===== src/rtl/urz_pkg.sv =====
`timescale 1ns / 1ps
// ----------------------------------------------------------------------------
// urz_pkg
// Shared widths, register indexes, zone codes and types for the ultrasonic
// range averaging and zoning block.
// ----------------------------------------------------------------------------
package urz_pkg;

    localparam int MAX_PAIRS  = 16;
    localparam int TICK_WIDTH = 16;

    localparam int LIMIT_W    = 12;
    localparam int PPB_W      = 5;
    localparam int DIST_W     = 12;
    localparam int FAILOUT_W  = 5;
    localparam int ZONE_W     = 2;
    localparam int CMD_W      = 2;
    localparam int CFG_IDX_W  = 3;
    localparam int CFG_DATA_W = 12;

    // pair and fail counters must hold MAX_PAIRS itself
    localparam int CNT_W  = $clog2(MAX_PAIRS + 1);
    // largest sum: every pair good with both widths one below the top limit
    localparam int SUM_W  = $clog2(MAX_PAIRS * 2 * ((1 << LIMIT_W) - 1) + 1);
    // divisor is twice the good pair count
    localparam int DIV_W  = $clog2(2 * MAX_PAIRS + 1);
    localparam int STEP_W = $clog2(SUM_W + 1);
    localparam int CMP_W  = (TICK_WIDTH > LIMIT_W) ? TICK_WIDTH : LIMIT_W;

    localparam logic [DIST_W-1:0] DIST_MAX = {DIST_W{1'b1}};

    // configuration register indexes
    localparam logic [CFG_IDX_W-1:0] CFG_PAIRS_PER_BURST = 3'd0;
    localparam logic [CFG_IDX_W-1:0] CFG_FAIL_LIMIT      = 3'd1;
    localparam logic [CFG_IDX_W-1:0] CFG_NEAR_LIMIT      = 3'd2;
    localparam logic [CFG_IDX_W-1:0] CFG_STOP_LIMIT      = 3'd3;
    localparam logic [CFG_IDX_W-1:0] CFG_SLOW_LIMIT      = 3'd4;

    // register reset values
    localparam logic [PPB_W-1:0]   RST_PAIRS_PER_BURST = 5'd10;
    localparam logic [LIMIT_W-1:0] RST_FAIL_LIMIT      = 12'd600;
    localparam logic [LIMIT_W-1:0] RST_NEAR_LIMIT      = 12'd30;
    localparam logic [LIMIT_W-1:0] RST_STOP_LIMIT      = 12'd50;
    localparam logic [LIMIT_W-1:0] RST_SLOW_LIMIT      = 12'd100;

    // zones
    localparam logic [ZONE_W-1:0] ZONE_NEAR  = 2'd0;
    localparam logic [ZONE_W-1:0] ZONE_STOP  = 2'd1;
    localparam logic [ZONE_W-1:0] ZONE_SLOW  = 2'd2;
    localparam logic [ZONE_W-1:0] ZONE_CLEAR = 2'd3;

    // drive commands
    localparam logic [CMD_W-1:0] CMD_STOP = 2'd0;
    localparam logic [CMD_W-1:0] CMD_SLOW = 2'd1;
    localparam logic [CMD_W-1:0] CMD_GO   = 2'd2;

    typedef struct packed {
        logic [ZONE_W-1:0] zone;
        logic [CMD_W-1:0]  cmd;
        logic              red;
        logic              green;
    } t_zone_res;

endpackage


===== src/rtl/ultrasonic_range_average_zoner.sv =====
`timescale 1ns / 1ps
// ----------------------------------------------------------------------------
// ultrasonic_range_average_zoner
// Averages bursts of echo pairs from two sensors and reports distance, zone,
// drive command and LED levels once per burst.
// ----------------------------------------------------------------------------
//  channel  | direction | handshake               | payload
//  ---------+-----------+-------------------------+------------------------------
//  in       | sink      | i_in_valid / o_in_stall | i_echo_ticks_a, i_echo_ticks_b
//  out      | source    | o_out_valid/ i_out_stall| distance, zone, command, LEDs,
//           |           |                         | failed pairs, all-failed flag
//  cfg      | sink      | i_cfg_valid/ o_cfg_ready| i_cfg_index, i_cfg_data
//
//  A pair inside a burst is taken without a stall. After the last pair of a
//  burst the divider retires one quotient bit per cycle through one
//  subtractor, then the zone step classifies the result.
//  A burst with no good pair skips the divider.
//  Synchronous active-low reset clears counters, sums, LED levels and
//  registers to their defaults. The result register frees the input side:
//  the next burst fills while a result waits; only a second finished burst
//  holds in the zone step until the first beat is taken.
// ----------------------------------------------------------------------------
module ultrasonic_range_average_zoner (
    input  logic                              i_clk,
    input  logic                              i_rst_n,

    input  logic                              i_in_valid,
    output logic                              o_in_stall,
    input  logic [urz_pkg::TICK_WIDTH-1:0]    i_echo_ticks_a,
    input  logic [urz_pkg::TICK_WIDTH-1:0]    i_echo_ticks_b,

    output logic                              o_out_valid,
    input  logic                              i_out_stall,
    output logic [urz_pkg::DIST_W-1:0]        o_distance_cm,
    output logic [urz_pkg::ZONE_W-1:0]        o_zone,
    output logic [urz_pkg::CMD_W-1:0]         o_drive_command,
    output logic                              o_red_led,
    output logic                              o_green_led,
    output logic [urz_pkg::FAILOUT_W-1:0]     o_failed_pairs,
    output logic                              o_all_failed,

    input  logic                              i_cfg_valid,
    output logic                              o_cfg_ready,
    input  logic [urz_pkg::CFG_IDX_W-1:0]     i_cfg_index,
    input  logic [urz_pkg::CFG_DATA_W-1:0]    i_cfg_data
);
    import urz_pkg::*;

    localparam logic [1:0] S_IDLE = 2'd0;
    localparam logic [1:0] S_DIV  = 2'd1;
    localparam logic [1:0] S_ZONE = 2'd2;

    // configuration
    logic [PPB_W-1:0]   r_ppb;
    logic [LIMIT_W-1:0] r_fail_limit;
    logic [LIMIT_W-1:0] r_near_limit;
    logic [LIMIT_W-1:0] r_stop_limit;
    logic [LIMIT_W-1:0] r_slow_limit;

    // burst state
    logic [1:0]         r_state;
    logic [CNT_W-1:0]   r_pair;
    logic [CNT_W-1:0]   r_fail;
    logic [SUM_W-1:0]   r_sum;
    logic [CNT_W-1:0]   r_burst_fail;
    logic               r_none;

    // result register
    logic               r_out_valid;
    logic [DIST_W-1:0]  r_dist;
    t_zone_res          r_res;
    logic [FAILOUT_W-1:0] r_fail_out;
    logic               r_none_out;

    logic               in_beat;
    logic [CMP_W-1:0]   a_ext;
    logic [CMP_W-1:0]   b_ext;
    logic [CMP_W-1:0]   lim_ext;
    logic               pair_fail;
    logic               pair_add;
    logic [CNT_W-1:0]   n_len;
    logic [CNT_W-1:0]   n_pair;
    logic [CNT_W-1:0]   n_fail;
    logic [SUM_W-1:0]   n_sum;
    logic [CNT_W-1:0]   n_good;
    logic               burst_end;

    logic               div_start;
    logic               div_done;
    logic [SUM_W-1:0]   div_quot;

    logic [DIST_W-1:0]  zone_dist;
    t_zone_res          zone_res;
    logic               out_free;
    logic               commit;

    assign o_cfg_ready = 1'b1;

    always_ff @(posedge i_clk) begin
        if (!i_rst_n) begin
            r_ppb        <= RST_PAIRS_PER_BURST;
            r_fail_limit <= RST_FAIL_LIMIT;
            r_near_limit <= RST_NEAR_LIMIT;
            r_stop_limit <= RST_STOP_LIMIT;
            r_slow_limit <= RST_SLOW_LIMIT;
        end else if (i_cfg_valid && o_cfg_ready) begin
            case (i_cfg_index)
                CFG_PAIRS_PER_BURST: r_ppb        <= i_cfg_data[PPB_W-1:0];
                CFG_FAIL_LIMIT:      r_fail_limit <= i_cfg_data[LIMIT_W-1:0];
                CFG_NEAR_LIMIT:      r_near_limit <= i_cfg_data[LIMIT_W-1:0];
                CFG_STOP_LIMIT:      r_stop_limit <= i_cfg_data[LIMIT_W-1:0];
                CFG_SLOW_LIMIT:      r_slow_limit <= i_cfg_data[LIMIT_W-1:0];
                default: ;
            endcase
        end
    end

    assign o_in_stall = (r_state != S_IDLE);
    assign in_beat    = i_in_valid && !o_in_stall;

    always_comb begin
        a_ext     = CMP_W'(i_echo_ticks_a);
        b_ext     = CMP_W'(i_echo_ticks_b);
        lim_ext   = CMP_W'(r_fail_limit);
        pair_fail = (a_ext > lim_ext) || (b_ext > lim_ext);
        // a width equal to the limit neither fails nor adds
        pair_add  = !pair_fail && (a_ext < lim_ext) && (b_ext < lim_ext);

        if (r_ppb == '0) begin
            n_len = CNT_W'(1);
        end else if (int'(r_ppb) > MAX_PAIRS) begin
            n_len = CNT_W'(MAX_PAIRS);
        end else begin
            n_len = CNT_W'(r_ppb);
        end

        n_pair = r_pair + 1'b1;
        n_fail = pair_fail ? r_fail + 1'b1 : r_fail;
        n_sum  = pair_add ? r_sum + SUM_W'(a_ext[LIMIT_W-1:0])
                              + SUM_W'(b_ext[LIMIT_W-1:0])
                          : r_sum;
        n_good    = (n_fail >= n_len) ? '0 : n_len - n_fail;
        burst_end = (n_pair >= n_len);
        div_start = in_beat && burst_end && (n_good != '0);
    end

    urz_divider u_div (
        .i_clk      (i_clk),
        .i_rst_n    (i_rst_n),
        .i_start    (div_start),
        .i_dividend (n_sum),
        .i_divisor  ({n_good, 1'b0}),
        .o_done     (div_done),
        .o_quotient (div_quot)
    );

    always_comb begin
        if (r_none) begin
            zone_dist = '0;
        end else if (div_quot > SUM_W'(DIST_MAX)) begin
            zone_dist = DIST_MAX;
        end else begin
            zone_dist = div_quot[DIST_W-1:0];
        end
    end

    assign out_free = !r_out_valid || !i_out_stall;
    assign commit   = (r_state == S_ZONE) && out_free;

    urz_classify u_cls (
        .i_clk        (i_clk),
        .i_rst_n      (i_rst_n),
        .i_dist       (zone_dist),
        .i_near_limit (r_near_limit),
        .i_stop_limit (r_stop_limit),
        .i_slow_limit (r_slow_limit),
        .i_commit     (commit),
        .o_res        (zone_res)
    );

    always_ff @(posedge i_clk) begin
        if (!i_rst_n) begin
            r_state <= S_IDLE;
            r_pair  <= '0;
            r_fail  <= '0;
            r_sum   <= '0;
        end else begin
            case (r_state)
                S_IDLE: begin
                    if (in_beat) begin
                        if (burst_end) begin
                            r_pair  <= '0;
                            r_fail  <= '0;
                            r_sum   <= '0;
                            r_state <= (n_good == '0) ? S_ZONE : S_DIV;
                        end else begin
                            r_pair <= n_pair;
                            r_fail <= n_fail;
                            r_sum  <= n_sum;
                        end
                    end
                end
                S_DIV: begin
                    if (div_done) begin
                        r_state <= S_ZONE;
                    end
                end
                S_ZONE: begin
                    // hold until the result register is free
                    if (out_free) begin
                        r_state <= S_IDLE;
                    end
                end
                default: r_state <= S_IDLE;
            endcase
        end
    end

    always_ff @(posedge i_clk) begin
        if (in_beat && burst_end) begin
            r_burst_fail <= n_fail;
            r_none       <= (n_good == '0);
        end
    end

    always_ff @(posedge i_clk) begin
        if (!i_rst_n) begin
            r_out_valid <= 1'b0;
        end else if (commit) begin
            r_out_valid <= 1'b1;
        end else if (r_out_valid && !i_out_stall) begin
            r_out_valid <= 1'b0;
        end
    end

    always_ff @(posedge i_clk) begin
        if (commit) begin
            r_dist     <= zone_dist;
            r_res      <= zone_res;
            r_fail_out <= FAILOUT_W'(r_burst_fail);
            r_none_out <= r_none;
        end
    end

    assign o_out_valid     = r_out_valid;
    assign o_distance_cm   = r_dist;
    assign o_zone          = r_res.zone;
    assign o_drive_command = r_res.cmd;
    assign o_red_led       = r_res.red;
    assign o_green_led     = r_res.green;
    assign o_failed_pairs  = r_fail_out;
    assign o_all_failed    = r_none_out;

endmodule


===== src/rtl/urz_divider.sv =====
`timescale 1ns / 1ps
// ----------------------------------------------------------------------------
// urz_divider
// Restoring divider, one quotient bit per cycle through a single subtractor.
// ----------------------------------------------------------------------------
module urz_divider (
    input  logic                        i_clk,
    input  logic                        i_rst_n,
    input  logic                        i_start,
    input  logic [urz_pkg::SUM_W-1:0]   i_dividend,
    input  logic [urz_pkg::DIV_W-1:0]   i_divisor,
    output logic                        o_done,
    output logic [urz_pkg::SUM_W-1:0]   o_quotient
);
    import urz_pkg::*;

    logic [SUM_W-1:0]  r_quo;
    logic [DIV_W-1:0]  r_rem;
    logic [DIV_W-1:0]  r_div;
    logic [STEP_W-1:0] r_cnt;
    logic              r_busy;
    logic              r_done;

    logic [DIV_W:0]    n_trial;
    logic              n_ge;
    logic [DIV_W:0]    n_diff;

    always_comb begin
        n_trial = {r_rem, r_quo[SUM_W-1]};
        n_ge    = n_trial >= {1'b0, r_div};
        n_diff  = n_trial - {1'b0, r_div};
    end

    always_ff @(posedge i_clk) begin
        if (!i_rst_n) begin
            r_busy <= 1'b0;
            r_done <= 1'b0;
            r_cnt  <= '0;
        end else begin
            r_done <= 1'b0;
            if (i_start) begin
                r_busy <= 1'b1;
                r_cnt  <= STEP_W'(SUM_W);
            end else if (r_busy) begin
                r_cnt <= r_cnt - 1'b1;
                if (r_cnt == STEP_W'(1)) begin
                    r_busy <= 1'b0;
                    r_done <= 1'b1;
                end
            end
        end
    end

    // datapath: shift dividend out while quotient bits shift in
    always_ff @(posedge i_clk) begin
        if (i_start) begin
            r_quo <= i_dividend;
            r_rem <= '0;
            r_div <= i_divisor;
        end else if (r_busy) begin
            r_quo <= {r_quo[SUM_W-2:0], n_ge};
            r_rem <= n_ge ? n_diff[DIV_W-1:0] : n_trial[DIV_W-1:0];
        end
    end

    assign o_done     = r_done;
    assign o_quotient = r_quo;

endmodule


===== src/rtl/urz_classify.sv =====
`timescale 1ns / 1ps
// ----------------------------------------------------------------------------
// urz_classify
// Sorts a distance into one of four zones and keeps the LED levels.
// ----------------------------------------------------------------------------
module urz_classify (
    input  logic                          i_clk,
    input  logic                          i_rst_n,
    input  logic [urz_pkg::DIST_W-1:0]    i_dist,
    input  logic [urz_pkg::LIMIT_W-1:0]   i_near_limit,
    input  logic [urz_pkg::LIMIT_W-1:0]   i_stop_limit,
    input  logic [urz_pkg::LIMIT_W-1:0]   i_slow_limit,
    input  logic                          i_commit,
    output urz_pkg::t_zone_res            o_res
);
    import urz_pkg::*;

    logic r_red;
    logic r_green;

    // first test that holds decides the zone
    always_comb begin
        if (i_dist < i_near_limit) begin
            o_res.zone  = ZONE_NEAR;
            o_res.cmd   = CMD_STOP;
            o_res.red   = 1'b1;
            o_res.green = 1'b0;
        end else if (i_dist < i_stop_limit) begin
            o_res.zone  = ZONE_STOP;
            o_res.cmd   = CMD_STOP;
            o_res.red   = ~r_red;
            o_res.green = 1'b0;
        end else if (i_dist < i_slow_limit) begin
            o_res.zone  = ZONE_SLOW;
            o_res.cmd   = CMD_SLOW;
            o_res.red   = 1'b0;
            o_res.green = ~r_green;
        end else begin
            o_res.zone  = ZONE_CLEAR;
            o_res.cmd   = CMD_GO;
            o_res.red   = 1'b0;
            o_res.green = 1'b1;
        end
    end

    always_ff @(posedge i_clk) begin
        if (!i_rst_n) begin
            r_red   <= 1'b1;
            r_green <= 1'b1;
        end else if (i_commit) begin
            r_red   <= o_res.red;
            r_green <= o_res.green;
        end
    end

endmodule

===== config.mk =====
export PLATFORM = sky130hd
export DESIGN_NAME = ultrasonic_range_average_zoner
export DESIGN_NICKNAME = d
export VERILOG_FILES = /design/src/rtl/urz_pkg.sv /design/src/rtl/ultrasonic_range_average_zoner.sv /design/src/rtl/urz_divider.sv /design/src/rtl/urz_classify.sv
export SDC_FILE = /design/constraint.sdc
export NUM_CORES = 1
export LEC_CHECK = 0
export BUFFER_PORTS_ARGS = -buffer_cell sky130_fd_sc_hd__buf_4
export CAP_MARGIN = 20
export CORE_AREA = 2 2 145 147
export CTS_CLUSTER_SIZE = 40
export DETAILED_ROUTE_END_ITERATION = 8
export DIE_AREA = 0 0 147 149
export MAX_ROUTING_LAYER = met4
export PLACE_DENSITY_LB_ADDON = 0.08
export SYNTH_ARGS = -nofsm -noshare
export SYNTH_HDL_FRONTEND = slang
export SYNTH_HIERARCHICAL = 1
export SYNTH_SLANG_ARGS = --single-unit
export TNS_END_PERCENT = 100

===== constraint.sdc =====
create_clock -name i_clk -period 7.91 [get_ports i_clk]
set_input_delay 1.1865 -clock i_clk [delete_from_list [all_inputs] [get_ports i_clk]]
set_output_delay 1.1865 -clock i_clk [all_outputs]
set_load 0.03 [all_outputs]

==> out/metrics.json, run 1 <==
{
  "io_pins": 79,
  "grt_first_pass_wirelength_mm": 35.5,
  "synth_compound_gate_area_share_pct": 14.0,
  "main_combinational_cell_family_by_area_after_synthesis": "simple AND/OR/NAND/NOR gates",
  "max_stage_delay_ns": 0.46,
  "aggregate_negative_setup_slack_ns": 0,
  "initial_antenna_violation_count": 0,
  "yosys.cell_types.count": 69,
  "syn-mean-instance-area_sq_um": 9.17,
  "syn-num-nets": 1146,
  "reg2reg_depth": 19,
  "hold-worst-slack_ns": 0.426,
  "layout_setup_ws_ns": 2.01,
  "final_nets": 1206,
  "maxCapViolations": 0,
  "synth_mux_area_share_pct": 4.80,
  "wl_per_cell_um": 16.6,
  "cp-start-kind": "primary input",
  "detail-route-antenna-nets": 0,
  "cts_max_path_buffers": 2,
  "num_antenna_cells": 0,
  "initial_utilization_pct": 44.1,
  "synth_edf_count": 53,
  "worst-path-max-fanout": 17,
  "ys_dominant_reg_cell": "sky130_fd_sc_hd__dfxtp_1",
  "dieArea_sq_um": 21900,
  "pre_cts_ws_ns": 1.57,
  "layout_worst_path_cycle_share_pct": 74.6,
  "setup.worst_path.end_class": "flip-flop",
  "global_route.usage.total_pct": 21.5,
  "p_leak_nw": 4.34,
  "post_cts.repair.setup_buffers": 0,
  "ys_async_sr_fraction_pct": 0,
  "areaGrowthSynthToFinish_pct": 14.9,
  "drtIter0Drc": 393,
  "post_synth_instance_area_sq_um": 9070,
  "cts_max_level": 4,
  "tightest_slew_ns": 0.926,
  "critical_path.cell_chain": "buf_4 -> ha_1 -> a21o_1 -> a221o_1 -> a211o_1 -> a211oi_2 -> o22a_2 -> xnor2_1 -> ha_1 -> inv_1 -> fa_1 -> a21o_1 -> a21oi_1 -> xor2_1 -> nand3b_1 -> o211ai_1 -> nor3_2 -> inv_1 -> nand2_1",
  "routed_wl_mm": 22.2,
  "route.detailed.vias_per_inst": 5.24,
  "drc": 0,
  "grt_setup_unrepaired": "no",
  "ys_seq_elements": 151,
  "finish.instance_area_sq_um": 10400,
  "first_global_vias": 6751,
  "place.detailed.hpwl_mm": 16.8,
  "final_max_slew_viol_count": 0,
  "dpl-instance-area_sq_um": 9840,
  "post_synth_and_or_nand_nor_area_fraction_pct": 17.7,
  "timing_worst_setup_path_type": "primary input to flip-flop",
  "achievable-frequency_mhz": 170,
  "whs_path_depth": 0,
  "final_wtd_congestion": 0.907,
  "run_status": "completed",
  "floorplan.core_area_sq_um": 20600,
  "relSlewSlack_pct": 38.0,
  "hold_buffers": 0,
  "hold_viol": 0,
  "remaining_global_route_overflow": 0,
  "max-vdd-ir-drop_uv": 149,
  "vias": 7002,
  "seq_area_frac_synth_pct": 39.2,
  "io_buffer_count": 77,
  "yosysWarnings": 6,
  "synth_xor_area_share_pct": 3.09,
  "die_height_um": 149,
  "setup_viol_count_final": 0,
  "grt_max_degree": 66,
  "cts_tree": "built",
  "yosys.area_share.adder_pct": 15.7,
  "powerDensity_nw_per_um2": 193,
  "min_cycle_time_layout_ns": 5.90,
  "cts.root.buffer_cell": "sky130_fd_sc_hd__clkbuf_16",
  "synthCells": 989,
  "worst_ep_required_time_ns": 7.92,
  "dieWidth_um": 147,
  "cts_inserted_buffers": 17,
  "dr.pass1.iters": 5,
  "fin_worst_skew_ns": 0.0145,
  "cts.repair.resized": 0,
  "worst_hold_path_type": "flip-flop to flip-flop",
  "worst_ep_arrival_time_ns": 5.91,
  "clock_latency_ns": 0.44,
  "row_count": 53,
  "worst_path_max_delay_cell": "sky130_fd_sc_hd__nand2_1",
  "cts.reportedPaths.clkPinSlew_ns": 0.07,
  "cts_num_sinks": 151,
  "drive_above_1_share_pct": 15.0,
  "nFillCells": 2010
}
cells in the final DEF (no fill, tap or decap), drive strengths merged, types with 24 or more instances in the layout:
cell and instances:
ha 90, dfxtp 98, buf 82, nand3 43
mux2 28, o21ai 24, nand2 153, edfxtp 53
a21oi 79, inv 85, nor2 68
state kept, by name, indices dropped and copies added (netlist names), 6 cells and up:
register / count
r_near_limit: 12
r_slow_limit: 12
u_div/r_div: 6
o_distance_cm: 12
r_stop_limit: 12
u_div/r_rem: 6
u_div/o_quotient: 17
r_fail_limit: 12
r_sum: 17
critical path, delay by kind of cell:
kind	cells	cell delay [ns]
and+or+nand+nor	3	0.68
adders and majority gates	3	0.92
AOI/OAI and AO/OA	8	2.31
buffers and inverters	3	0.36
xor gates and xnor gates	2	0.44
cell usage after synthesis (3+ instances only):
cell type / instances / area, sq um
sky130_fd_sc_hd__buf_6: 4 / 45.0
sky130_fd_sc_hd__edfxtp_1: 53 / 1590
sky130_fd_sc_hd__nand4b_1: 4 / 35.0
sky130_fd_sc_hd__or3_1: 5 / 31.3
sky130_fd_sc_hd__o22ai_1: 8 / 50.1
sky130_fd_sc_hd__xnor2_1: 23 / 201
sky130_fd_sc_hd__clkbuf_1: 32 / 120
sky130_fd_sc_hd__mux2i_1: 12 / 120
sky130_fd_sc_hd__mux2_2: 28 / 315
sky130_fd_sc_hd__inv_1: 77 / 289
sky130_fd_sc_hd__o211ai_1: 12 / 90.1
sky130_fd_sc_hd__a41o_1: 3 / 30.0
sky130_fd_sc_hd__nand2b_1: 7 / 43.8
sky130_fd_sc_hd__o21a_1: 6 / 45.0
sky130_fd_sc_hd__nand2_1: 152 / 571
sky130_fd_sc_hd__a211oi_1: 8 / 60.1
sky130_fd_sc_hd__a21oi_1: 79 / 395
sky130_fd_sc_hd__a211oi_2: 3 / 37.5
sky130_fd_sc_hd__nand3b_1: 3 / 22.5
sky130_fd_sc_hd__xor2_1: 9 / 78.8
sky130_fd_sc_hd__a211o_1: 6 / 52.6
sky130_fd_sc_hd__nand3_1: 43 / 215
sky130_fd_sc_hd__and4_1: 5 / 43.8
sky130_fd_sc_hd__nor2_1: 66 / 248
sky130_fd_sc_hd__and2_1: 5 / 31.3
sky130_fd_sc_hd__nor3_1: 11 / 55.1
sky130_fd_sc_hd__o31ai_1: 5 / 37.5
sky130_fd_sc_hd__o21ai_0: 23 / 115
sky130_fd_sc_hd__nor2b_1: 10 / 62.6
sky130_fd_sc_hd__nand4_1: 12 / 75.1
sky130_fd_sc_hd__a31oi_1: 4 / 25.0
sky130_fd_sc_hd__a21o_1: 19 / 143
sky130_fd_sc_hd__fa_1: 15 / 300
sky130_fd_sc_hd__and3_1: 7 / 43.8
sky130_fd_sc_hd__ha_1: 90 / 1130
sky130_fd_sc_hd__a41oi_1: 3 / 26.3
sky130_fd_sc_hd__dfxtp_1: 98 / 1960
metrics by stage:
step                util (%)  std cells  power (mW)
floorplan                  -        989        1.13
global placement        47.9       1305        1.22
detailed placement      47.9       1305        1.23
CTS                     50.7       1337        2.03
global route            50.7       1337        2.11
finish                  50.7       1337        2.01
power breakdown:
part	leakage [nW]	internal (mW)	switching, mW
combinational	2.77	0.155	0.200
clock	0.289	0.422	0.377
sequential	1.28	0.832	0.0221
cell families (layout without fill, tap and decap cells):
logic type | count (synthesis) | after routing
multiplexers | 40 | 40
buffers and inverters | 118 | 191
other | 2 | 2
flip-flops | 151 | 151
adder cells (fa/ha/maj) | 105 | 105
AO/OA/AOI/OAI | 195 | 195
XOR/XNOR | 32 | 32
AND/OR/NAND/NOR | 346 | 346
final cells by class:
cell class,count,area (sq um),share of cell area [%]
clock inverter,15,160,1.54
sequential,151,3550,34.1
timing repair buffer,82,616,5.91
tap,275,344,3.30
inverter,77,289,2.77
clock buffer,17,425,4.08
multi-input combinational,720,5040,48.3
metal layers:
metal	routed length, um	global-route usage (%)	up-vias
li1	-	-	3581
met1	10700	28.5	3254
met5	0	-	-
met4	478	7.40	0
met2	10200	34.0	139
met3	773	3.12	28
path summary, 6_finish.rpt:
check / end / from / slack (ns)
setup / recovery: u_div/o_quotient[14]$_DFFE_PP_ / i_echo_ticks_a[5] / 2.01
hold / removal: o_failed_pairs[0]$_DFFE_PP_ / r_burst_fail[0]$_DFFE_PP_ / 0.43
setup reg to reg: u_div/o_quotient[14]$_DFFE_PP_ / r_fail_limit[5]$_SDFFE_PN0P_ / 2.48
hold reg to reg: o_failed_pairs[0]$_DFFE_PP_ / r_burst_fail[0]$_DFFE_PP_ / 0.43
(Power assumes the default switching activity.)
==> run 2: changes to the inputs <==
ABC_AREA = 1   (was default)
CORE_AREA = 2 2 149 151   (was 2 2 145 147)
DIE_AREA = 0 0 151 153   (was 0 0 147 149)
clock period = 5.78 ns   (was 7.91 ns; I/O delays follow)
==> out/metrics.json, run 2 <==
{
  "run_status": "completed",
  "first_global_vias": 7337,
  "powerDensity_nw_per_um2": 266,
  "worst_ep_arrival_time_ns": 4.54,
  "post-synth-top-count-cell": "sky130_fd_sc_hd__nand2_1",
  "nFillCells": 2129,
  "post_synth_most_frequent_cells": "sky130_fd_sc_hd__nand2_1, sky130_fd_sc_hd__inv_1, sky130_fd_sc_hd__nor2_1",
  "dr.pass1.iters": 5,
  "drc": 0,
  "yosysTopAreaCell": "sky130_fd_sc_hd__dfxtp_1",
  "hold_buffers": 0,
  "numPlacedInstances": 1600,
  "grt_setup_unrepaired": "no",
  "worst_path_max_delay_cell": "sky130_fd_sc_hd__fa_1",
  "wl_per_cell_um": 14.1,
  "die_height_um": 153,
  "cts.repair.resized": 0,
  "drtIter0Drc": 421,
  "ys_async_sr_fraction_pct": 0,
  "aggregate_negative_setup_slack_ns": 0,
  "max_stage_delay_ns": 0.40,
  "synthCells": 1269,
  "num_antenna_cells": 0,
  "remaining_global_route_overflow": 0,
  "worst-path-max-fanout": 18,
  "tightest_slew_ns": 0.909,
  "cts_max_level": 4,
  "setup_viol_count_final": 0,
  "utilization_pct": 50.9,
  "synth_edf_count": 53,
  "final_nets": 1496,
  "p_leak_nw": 5.30,
  "cts_num_sinks": 151,
  "layout.cells.non_filler": 1632,
  "global_route.usage.total_pct": 21.2,
  "min_cycle_time_layout_ns": 4.43,
  "timing_worst_setup_path_type": "primary input to flip-flop",
  "ys_seq_elements": 151,
  "vias": 7970,
  "syn-mean-instance-area_sq_um": 7.47,
  "place.detailed.hpwl_mm": 17.7,
  "final_max_slew_viol_count": 0,
  "seq_area_frac_synth_pct": 37.5,
  "setup.worst_path.end_class": "flip-flop",
  "maxCapViolations": 0,
  "critical_path.cell_chain": "buf_4 -> ha_1 -> nand2_1 -> nor3_1 -> nand3_1 -> nand2_1 -> nand2_2 -> nand2_1 -> and2_1 -> ha_1 -> inv_1 -> fa_1 -> nand3_1 -> nand2_1 -> xor2_1 -> o21ai_0 -> nand3_1 -> nand2_1 -> inv_1 -> nor2_1 -> inv_2",
  "detail-route-antenna-nets": 0,
  "dieArea_sq_um": 23100,
  "syn-num-nets": 1426,
  "route.detailed.vias_per_inst": 4.88,
  "drive_above_1_share_pct": 10.9,
  "cp_common_cell": "sky130_fd_sc_hd__nand2_1",
  "yosysWarnings": 6,
  "cp-start-kind": "primary input",
  "post_cts.repair.setup_buffers": 0,
  "proportion_of_netlist_area_held_by_the_largest_area_contributor_pct": 20.7,
  "clock_latency_ns": 0.42,
  "mostFrequentLayoutCell": "sky130_fd_sc_hd__nand2_1",
  "areaGrowthSynthToFinish_pct": 15.4,
  "synth.area.top_cells": "sky130_fd_sc_hd__dfxtp_1, sky130_fd_sc_hd__edfxtp_1, sky130_fd_sc_hd__nand2_1",
  "io_buffer_count": 77,
  "grt_max_degree": 60,
  "post_synth_instance_area_sq_um": 9480,
  "final_wtd_congestion": 0.861,
  "routed_wl_mm": 23.0,
  "io_pins": 79,
  "worst_ep_required_time_ns": 5.89,
  "worst_hold_path_type": "flip-flop to flip-flop",
  "dieWidth_um": 151,
  "relSlewSlack_pct": 39.1,
  "cts.reportedPaths.clkPinSlew_ns": 0.06,
  "max-vdd-ir-drop_uv": 193,
  "hold_viol": 0,
  "floorplan.core_area_sq_um": 21500,
  "initial_utilization_pct": 44.1,
  "layout_worst_path_cycle_share_pct": 76.7,
  "row_count": 54,
  "ys_dominant_reg_cell": "sky130_fd_sc_hd__dfxtp_1",
  "critical_path_buf_inv_count": 4,
  "cts_max_path_buffers": 2,
  "layout_common_cells": "sky130_fd_sc_hd__nand2_1, sky130_fd_sc_hd__inv_1, sky130_fd_sc_hd__nor2_1",
  "initial_antenna_violation_count": 0,
  "cpLargestDelayFamily": "simple AND/OR/NAND/NOR gates",
  "cts.root.buffer_cell": "sky130_fd_sc_hd__clkbuf_16",
  "yosys.cell_types.count": 47,
  "cts_tree": "built",
  "grt_first_pass_wirelength_mm": 37.3,
  "achievable-frequency_mhz": 226,
  "fin_worst_skew_ns": 0.0101,
  "cts_inserted_buffers": 17
}
==> run 2: where the power goes <==
part	switching, mW	internal, mW
Sequential	0.0306	1.15
Clock	0.470	0.695
Combinational	0.353	0.213
Total	0.853	2.06
==> run 2: cell type report <==
cell class / instances / area [sq um] / share of cell area [%]
Clock buffer: 21 / 482 / 4.41
Multi-Input combinational cell: 886 / 5040 / 46.1
Inverter: 200 / 751 / 6.87
Timing Repair Buffer: 83 / 623 / 5.70
Tap cell: 280 / 350 / 3.20
Clock inverter: 11 / 131 / 1.20
Sequential cell: 151 / 3550 / 32.5
==> run 2: metal layers <==
| metal | routed length, um | track usage (%) |
|---|---|---|
| met1 | 11800 | 30.0 |
| met2 | 10200 | 32.0 |
| met3 | 703 | 2.81 |
| met4 | 287 | 5.52 |
| met5 | 0 | - |
==> run 2: worst paths after layout <==
check / cells past startpoint / end / from / slack, ns
worst max-delay path: 21 / u_div/o_quotient[12]$_DFFE_PP_ / i_echo_ticks_b[11] / 1.35
worst min register to register: 0 / o_failed_pairs[1]$_DFFE_PP_ / r_burst_fail[1]$_DFFE_PP_ / 0.42
worst max register to register: 21 / u_div/o_quotient[12]$_DFFE_PP_ / r_fail_limit[11]$_SDFFE_PN0P_ / 1.50
worst min-delay path: 0 / o_failed_pairs[1]$_DFFE_PP_ / r_burst_fail[1]$_DFFE_PP_ / 0.42
==> run 2: kinds of logic after synthesis <==
logic type / share of synthesized area, %
XOR/XNOR: 1.76
buffers and inverters: 9.38
AO/OA/AOI/OAI: 9.54
flip-flops: 37.5
adder cells (fa/ha/maj): 15.0
other: 0.0792
AND/OR/NAND/NOR: 26.7
==> run 2: through the flow <==
stage	power [mW]	area [sq um]	setup WS (ns)	hold slack, ns
2_1_floorplan	1.61	9480	1.59	0.400
3_3_place_gp	1.76	10300	0.985	0.405
3_5_place_dp	1.77	10300	0.890	0.414
4_1_cts	2.93	10900	1.33	0.429
5_1_grt	3.07	10900	0.784	0.438
6_report	2.91	10900	1.35	0.424
==> run 3: changes to the inputs <==
ABC_AREA = 0   (was 1)
CORE_AREA = 2 2 145 147   (was 2 2 149 151)
DIE_AREA = 0 0 147 149   (was 0 0 151 153)
clock period = 3.69 ns   (was 5.78 ns; I/O delays follow)
==> out/metrics.json, run 3 (same netlist as run 1, synthesis figures left out) <==
{
  "run_status": "complete, but fails checks",
  "failing_checks": "setup timing",
  "maxCapViolations": 0,
  "setup_viol_count_final": 56,
  "dr.pass1.iters": 4,
  "layout_worst_path_cycle_share_pct": 118,
  "io_pins": 79,
  "min_cycle_time_layout_ns": 4.35,
  "dieArea_sq_um": 21900,
  "critical_path.cell_chain": "inv_4 -> ha_4 -> and2_4 -> a221o_1 -> a211o_1 -> a211oi_2 -> o22a_2 -> xnor2_2 -> ha_2 -> inv_2 -> fa_2 -> a21o_1 -> a21oi_2 -> xor2_1 -> nand3b_1 -> o211ai_1 -> buf_4 -> nor3_4 -> buf_6 -> buf_12 -> mux2_4",
  "cts_tree": "built",
  "cts_inserted_buffers": 17,
  "setup.worst_path.end_class": "flip-flop",
  "worst_r2r_startpoint": "r_fail_limit[7]$_SDFFE_PN0P_",
  "routed_wl_mm": 22.8,
  "detail-route-antenna-nets": 0,
  "first_global_vias": 6894,
  "route.detailed.vias_per_inst": 5.13,
  "grt_first_pass_wirelength_mm": 36.0,
  "grt_max_degree": 65,
  "drc": 0,
  "worst_path_max_delay_cell": "sky130_fd_sc_hd__dfxtp_2",
  "initial_utilization_pct": 44.1,
  "final_max_slew_viol_count": 0,
  "row_count": 53,
  "drtIter0Drc": 334,
  "achievable-frequency_mhz": 230,
  "clock_latency_ns": 0.44,
  "cts_max_path_buffers": 2,
  "worst_hold_path_type": "primary input to flip-flop",
  "global_route.usage.total_pct": 21.7,
  "hold_viol": 0,
  "mostFrequentLayoutCell": "sky130_fd_sc_hd__buf_4",
  "powerDensity_nw_per_um2": 388,
  "final_wtd_congestion": 0.867,
  "cp-start-kind": "flip-flop",
  "whs_endpoint": "r_slow_limit[6]$_SDFFE_PN1P_",
  "max-vdd-ir-drop_uv": 343,
  "rrSetupSlack_ns": -0.66,
  "cts.root.buffer_cell": "sky130_fd_sc_hd__clkbuf_16",
  "cts.reportedPaths.clkPinSlew_ns": 0.08,
  "cts_max_level": 4,
  "reg2reg_to": "u_div/o_quotient[9]$_DFFE_PP_",
  "p_leak_nw": 4.83,
  "max_stage_delay_ns": 0.36,
  "relSlewSlack_pct": 42.4,
  "tightest_slew_ns": 0.861,
  "vias": 7307,
  "dieWidth_um": 147,
  "final_nets": 1294,
  "io_buffer_count": 77,
  "remaining_global_route_overflow": 0,
  "reg2reg_depth": 21,
  "wl_per_cell_um": 16.0,
  "grt_setup_unrepaired": "yes",
  "drive_above_1_share_pct": 24.3,
  "initial_antenna_violation_count": 0,
  "fin_worst_skew_ns": 0.0140,
  "layout_common_cells": "sky130_fd_sc_hd__buf_4, sky130_fd_sc_hd__nand2_1, sky130_fd_sc_hd__dfxtp_1",
  "areaGrowthSynthToFinish_pct": 24.5,
  "num_antenna_cells": 0,
  "layout_setup_ws_ns": -0.664,
  "worst_hold_startpoint": "i_cfg_data[6]",
  "die_height_um": 149,
  "floorplan.core_area_sq_um": 20600,
  "worst-path-max-fanout": 8,
  "hold-worst-slack_ns": 0.370,
  "place.detailed.hpwl_mm": 17.2,
  "utilization_pct": 54.9,
  "worst_ep_arrival_time_ns": 4.53,
  "timing_worst_setup_path_type": "flip-flop to flip-flop",
  "cts_num_sinks": 151,
  "whs_path_depth": 3,
  "worst_ep_required_time_ns": 3.87
}
==> run 3: timing repair <==
| action | CTS | global route |
|---|---|---|
| pin swaps | 13 | 6 |
| setup endpoints to repair | 61 | 74 |
| gates cloned | 1 | 0 |
| setup buffers | 18 | 2 |
| hold buffers | 0 | 0 |
| gates resized for setup | 15 | 12 |
==> run 3: worst max-delay path by stage <==
stage | slack (ns) | cells after the start | startpoint | endpoint
6_report | -0.66 | 21 | r_fail_limit[7]$_SDFFE_PN0P_ | u_div/o_quotient[9]$_DFFE_PP_
4_1_cts | -0.68 | 21 | r_fail_limit[7]$_SDFFE_PN0P_ | u_div/o_quotient[13]$_DFFE_PP_
3_3_place_gp | -0.98 | 19 | i_echo_ticks_a[7] | u_div/o_quotient[7]$_DFFE_PP_
2_1_floorplan | -1.0 | 20 | i_echo_ticks_a[7] | u_div/o_quotient[10]$_DFFE_PP_
5_1_grt | -0.84 | 21 | r_fail_limit[7]$_SDFFE_PN0P_ | u_div/o_quotient[9]$_DFFE_PP_
3_5_place_dp | -1.10 | 19 | i_echo_ticks_a[5] | u_div/o_quotient[5]$_DFFE_PP_
==> run 3: where the power goes <==
part,internal (mW),total [mW],switching (mW)
logic,0.409,0.853,0.445
clock network,0.910,1.69,0.784
registers,1.78,1.83,0.0508
==> run 3: routing by layer <==
layer  track usage (%)  share of wire (%)  up-vias
met5                 -                  0        -
met4              5.58                1.3        0
met3              3.55                2.9       22
met2              35.2                 47      137
met1              28.6                 49     3377
li1                  -                  -     3771
==> run 3: cell type report <==
type | count | area (sq um)
Sequential cell | 151 | 3560
Multi-Input combinational cell | 720 | 5220
Timing Repair Buffer | 170 | 1310
Clock inverter | 14 | 130
Clock buffer | 18 | 439
Fill cell | 1934 | 9270
Tap cell | 275 | 344
Inverter | 77 | 292
==> run 3: through the flow <==
stage                     total power [mW]  cells  TNS (ns)  area, sq um  setup slack [ns]
final                                 4.38   1425    -28.84        11300            -0.664
after global routing                  4.59   1425    -40.46        11300            -0.841
after CTS                             4.41   1424    -30.75        11300            -0.678
after detailed placement              2.71   1374    -55.46        10500             -1.10
after global placement                2.70   1374    -48.33        10500            -0.976
after floorplan                       2.44    989    -42.72         9250            -0.997
==> run 3: worst max-delay path, delay by kind of cell, from the launching register on <==
kind	cells	cell delay [ns]
adder cells (fa/ha/maj)	3	0.78
buffers and inverters	5	0.52
flip-flops	1	0.36
XOR/XNOR	2	0.35
AO/OA/AOI/OAI	7	1.50
AND/OR/NAND/NOR	3	0.29
multiplexers	1	0.29
